--- src/hdl/pss_pkg.sv ---
// pss_pkg: shared types, constants and codes for the polyline segment snap block.
// No dependencies; imported by every module of the block.
package pss_pkg;

  localparam int MAX_VERTICES_DEF = 64;
  localparam int Q14_SHIFT        = 14;
  localparam int DIST_W           = 30;

  typedef enum logic {
    OP_LOAD  = 1'b0,
    OP_QUERY = 1'b1
  } op_t;

  typedef enum logic [1:0] {
    CFG_VERTEX_COUNT = 2'd0,
    CFG_DIR_TOL      = 2'd1,
    CFG_MAX_DIST     = 2'd2
  } cfg_idx_t;

  typedef enum logic [1:0] {
    ST_IDLE,
    ST_WALK,
    ST_DRAIN,
    ST_DONE
  } state_t;

  typedef enum logic [1:0] {
    MODE_BEHIND,
    MODE_PAST,
    MODE_ON
  } mode_t;

  typedef struct packed {
    logic               operation;
    logic [5:0]         vertex_index;
    logic signed [23:0] pos_x;
    logic signed [23:0] pos_y;
    logic signed [15:0] vec_x;
    logic signed [15:0] vec_y;
    logic [19:0]        seg_length;
  } in_t;

  typedef struct packed {
    logic               found;
    logic [5:0]         segment_index;
    logic [24:0]        distance;
    logic signed [23:0] snap_x;
    logic signed [23:0] snap_y;
  } out_t;

  // one table row
  typedef struct packed {
    logic signed [23:0] vx;
    logic signed [23:0] vy;
    logic signed [15:0] dx;
    logic signed [15:0] dy;
    logic [19:0]        len;
  } vtx_t;

  typedef struct packed {
    logic start;  // query taken: clear walk state
    logic load;   // table write
    logic rd;     // issue next table read
    logic fin;    // move best match to output register
  } cmd_t;

  typedef struct packed {
    logic last;      // final read being issued
    logic few;       // fewer than two vertices
    logic empty;     // walk pipeline holds nothing
    logic out_busy;  // output register full and not being taken
  } sts_t;

endpackage

--- src/hdl/pss_ctrl.sv ---
// pss_ctrl: sequencer for loads and segment walks.
// Depends on pss_pkg; drives pss_dp through cmd_t, reads sts_t.
module pss_ctrl (
  input  logic          clk,
  input  logic          rst_n,
  input  logic          in_valid,
  input  logic          in_op,
  output logic          in_stall,
  output pss_pkg::cmd_t cmd,
  input  pss_pkg::sts_t sts
);
  import pss_pkg::*;

  state_t state_r, state_nxt;

  always_ff @(posedge clk) begin
    if (!rst_n) state_r <= ST_IDLE;
    else        state_r <= state_nxt;
  end

  always_comb begin
    state_nxt = state_r;
    cmd       = '0;
    in_stall  = (state_r != ST_IDLE);
    unique case (state_r)
      ST_IDLE: begin
        if (in_valid) begin
          if (in_op == OP_LOAD) begin
            cmd.load = 1'b1;
          end else begin
            cmd.start = 1'b1;
            state_nxt = sts.few ? ST_DONE : ST_WALK;
          end
        end
      end
      ST_WALK: begin
        cmd.rd = 1'b1;
        if (sts.last) state_nxt = ST_DRAIN;
      end
      ST_DRAIN: begin
        if (sts.empty) state_nxt = ST_DONE;
      end
      ST_DONE: begin
        if (!sts.out_busy) begin
          cmd.fin   = 1'b1;
          state_nxt = ST_IDLE;
        end
      end
      default: state_nxt = ST_IDLE;
    endcase
  end

endmodule

--- config.mk ---
export PLATFORM = sky130hd
export DESIGN_NAME = pss_ctrl
export DESIGN_NICKNAME = d
export VERILOG_FILES = /design/src/hdl/pss_pkg.sv /design/src/hdl/pss_ctrl.sv
export SDC_FILE = /design/constraint.sdc
export NUM_CORES = 1
export LEC_CHECK = 0
export CAP_MARGIN = 20
export CORE_AREA = 2 2 39 41
export CTS_BUF_LIST = sky130_fd_sc_hd__clkbuf_16
export CTS_CLUSTER_SIZE = 10
export DETAILED_ROUTE_END_ITERATION = 12
export DIE_AREA = 0 0 41 43
export DONT_BUFFER_PORTS = 1
export REMOVE_ABC_BUFFERS = 1
export SETUP_SLACK_MARGIN = 0.5
export SLEW_MARGIN = 20
export SYNTH_ARGS = -nofsm -noshare
export SYNTH_HDL_FRONTEND = slang
export SYNTH_SLANG_ARGS = --single-unit
--- constraint.sdc ---
create_clock -name clk -period 1.25 [get_ports clk]
set_input_delay 0.0625 -clock clk [delete_from_list [all_inputs] [get_ports clk]]
set_output_delay 0.0625 -clock clk [all_outputs]
set_load 0.005 [all_outputs]
==> run summary <==
Of all cell types, the one taking the most synthesized area is ha_1. The overall die area is 1760 um2. The routed length per placed instance is roughly 9.5 um. The congestion estimate from routability-driven global placement came to 0.733. The count of boundary I/O pins is 13.

Ranked by flip-flop count, first place goes to state_r. The synthesized netlist cell count is 24. For the worst setup path, the data arrival time is ~1500 ps. The clock latency reported for the late side of the worst-skew pair came out at 220 ps. The average via count per standard cell is roughly 4.

Detailed placement ended at an HPWL of between 300 and 400 um. In this run the worst hold path is classified as in2reg. The largest registers in the layout are state_r: 2 flops. The clock sink total came out at 2. The final instance area came out at 473 um2. Counting both buffers and inverters, the worst setup path holds a total of 1. The number of antenna violations at the first check in global routing is 0. The flip-flop count of the largest register, all copies and words added is 2.

The number of buffers on the longest clock path came out at 2. The static leakage power is 0.210 nW. The headroom to the max-slew limit came out at 79.3%. STA classifies the critical path endpoint as a flip-flop. The number of placement rows is 14.

On the final layout, the worst clock skew is 0.626 ps. The cell at the root of the clock tree is clkbuf_16. The number of remaining DRC errors is 0.

The vertical die dimension is 43 um. The post-placement cell count is 47. The max-slew violation count is 0.

The count of warnings emitted by yosys is 0. Entering global routing, the biggest net connects 5 pins. The achievable clock frequency came out at 754 MHz.

At the end of the flow, the number of nets in the layout was 50. STA classifies the critical path startpoint as a flip-flop. Summed over all layers, the global routing overflow is 0. In the finished design, the share of the clock period the worst path needs comes to 106%.

The overall power consumption is ~0.0013 W. The shortest period the worst path allows is 1330 ps. After synthesis the cells add up to 234 um2.

In the post-synthesis netlist, the biggest area contributors are ha_1 (21%), dfxtp_1 (17%), a2111oi_4 (12%). The global-route total usage across every layer is 6.81%. The area growth from synthesis to layout is 102%. The critical path is of the reg2reg type. Setup repair after global routing could not meet its margin everywhere. The count of unique library cells instantiated by Yosys is 16. After clock tree synthesis, the clock-pin slew on the worst setup and hold paths is 30 ps. After the flow finishes, the layout carries non-filler instances totaling between 50 and 60. Data on the critical path is required at its endpoint by 1390 ps. After detailed routing, the total wire length is 494 um. The delay of the slowest critical-path stage is 360 ps.

TritonCTS built the clock tree. The signal on the critical path passes through inv_2 -> ha_4 -> nor2b_4 -> a2111oi_4 -> mux2i_1. The wire length of the first global-routing pass came out at 759 um. The number of setup violations in the final report is 2. The count of max-cap constraint violations came out at 0. The floorplan die width is 41 um. The run finished, with violations left. Synthesis inferred 2 register bits. The routed via count came out at 205.

The slew of the pin with the lowest slew margin came out at 311 ps. The iteration-0 DRC count of the detailed router is 0. The number of H-tree levels came out at 1.

For this configuration, the core starts out at a cell density of 16.9%. The number of port buffers came out at 0. In the final timing run, aggregate negative setup slack is -106 ps. In this run the power density over the cells is about 2700 nW/um2. The final reports fail on setup timing. Dividing the synthesized area by the synthesized cell count gives between 9 and 10 um2. The post-detailed-placement cell area is 307 um2. The worst-case setup margin in the final layout came out at -76.8 ps. The number of optimization iterations in the first detailed-route pass is 1. The remaining antenna violation count after routing is 0. The worst supply voltage drop on vdd came out at 1100 uV.

The proportion of netlist area held by the largest area contributor came out at 21.4%. The maximum fanout along the worst path came out at 3. The fraction of final layout cells with drive strength greater than 1 came out at 75.0%. The final-report hold violation count came out at 0. The number of CTS-inserted buffers came out at 3. The slowest cell on the critical path is a2111oi_4. The number of global-route vias before repair was 201. The register area share after synthesis is 17.1%. The placeable core region is around 1400 um2. The family with the most delay on the worst path is compound AO/OA/AOI/OAI gates.

The number of inserted diodes is 0.
worst paths after layout:
check                                start          to  slack, ps  cells past startpoint
worst max register to register  state_r[1]  state_r[1]        -80                      5
worst max-delay path            state_r[1]  state_r[1]        -80                      5
worst min-delay path                 rst_n  state_r[1]         20                      2
worst min register to register  state_r[0]  state_r[0]        550                      1
synthesized netlist by cell type:
cell       n
a2111oi_4  1
a21boi_2   1
and2_4     1
and2b_1    1
and3_1     1
dfxtp_1    2
ha_1       4
inv_1      4
mux2i_1    1
nand2_1    2
nor2_1     1
nor2b_4    1
o211ai_1   1
o21ba_1    1
o41ai_1    1
or2_2      1
kinds of logic (layout without fill, tap and decap cells):
group | after synthesis | in the layout | share of synthesized area, %
compound gates | 5 | 5 | 27.8
simple gates | 8 | 8 | 23.0
buf+inv | 4 | 16 | 6.42
flops | 2 | 2 | 17.1
mux | 1 | 1 | 4.28
fa+ha+maj | 4 | 4 | 21.4
what timing repair did:
item / 4_1_cts / 5_1_grt
buffers inserted: 1 / 0
setup endpoints to repair: 7 / 7
pin swaps: 3 / 2
hold buffers: 1 / 0
hold endpoints to repair: 1 / 0
gates cloned: 0 / 0
gates resized for setup: 19 / 3
through the flow:
stage               hold slack (ps)  util, %  worst slack (ps)
floorplan                       156        -             -93.5
global placement                160     22.2              -136
detailed placement              159     22.2              -167
CTS                            24.4     33.5             -88.2
global route                   66.7     34.2              -162
finish                         23.7     34.2             -76.8
layout make-up:
class	count	area (um2)
clock buffers	3	75.1
fillers	137	911
inverters	4	20.0
multi-input cells	18	224
flip-flops and latches	2	45.0
well taps	16	20.0
repair buffers	9	88.8
per-layer routing:
| metal | vias up | GRT usage [%] | routed length, um |
|---|---|---|---|
| met5 | - | 0 | 0 |
| met4 | 0 | 4.00 | 0 |
| met3 | 0 | 5.24 | 37 |
| met2 | 7 | 8.13 | 243 |
| met1 | 93 | 8.31 | 213 |
| li1 | 105 | - | - |
where the power goes:
group	total, W	internal (W)	switching, W
Combinational	0.000650	0.000417	0.000233
Clock	0.000477	0.000407	0.0000705
Sequential	0.000139	0.000101	0.0000385
Total	0.00127	0.000925	0.000342
cells in the final DEF (no fill, tap or decap), types with 2 or more instances in the layout:
cell type,netlist,final
buf_6,0,5
clkbuf_16,0,3
buf_4,0,3
inv_4,0,2
ha_4,0,2
(Power assumes the default switching activity.)
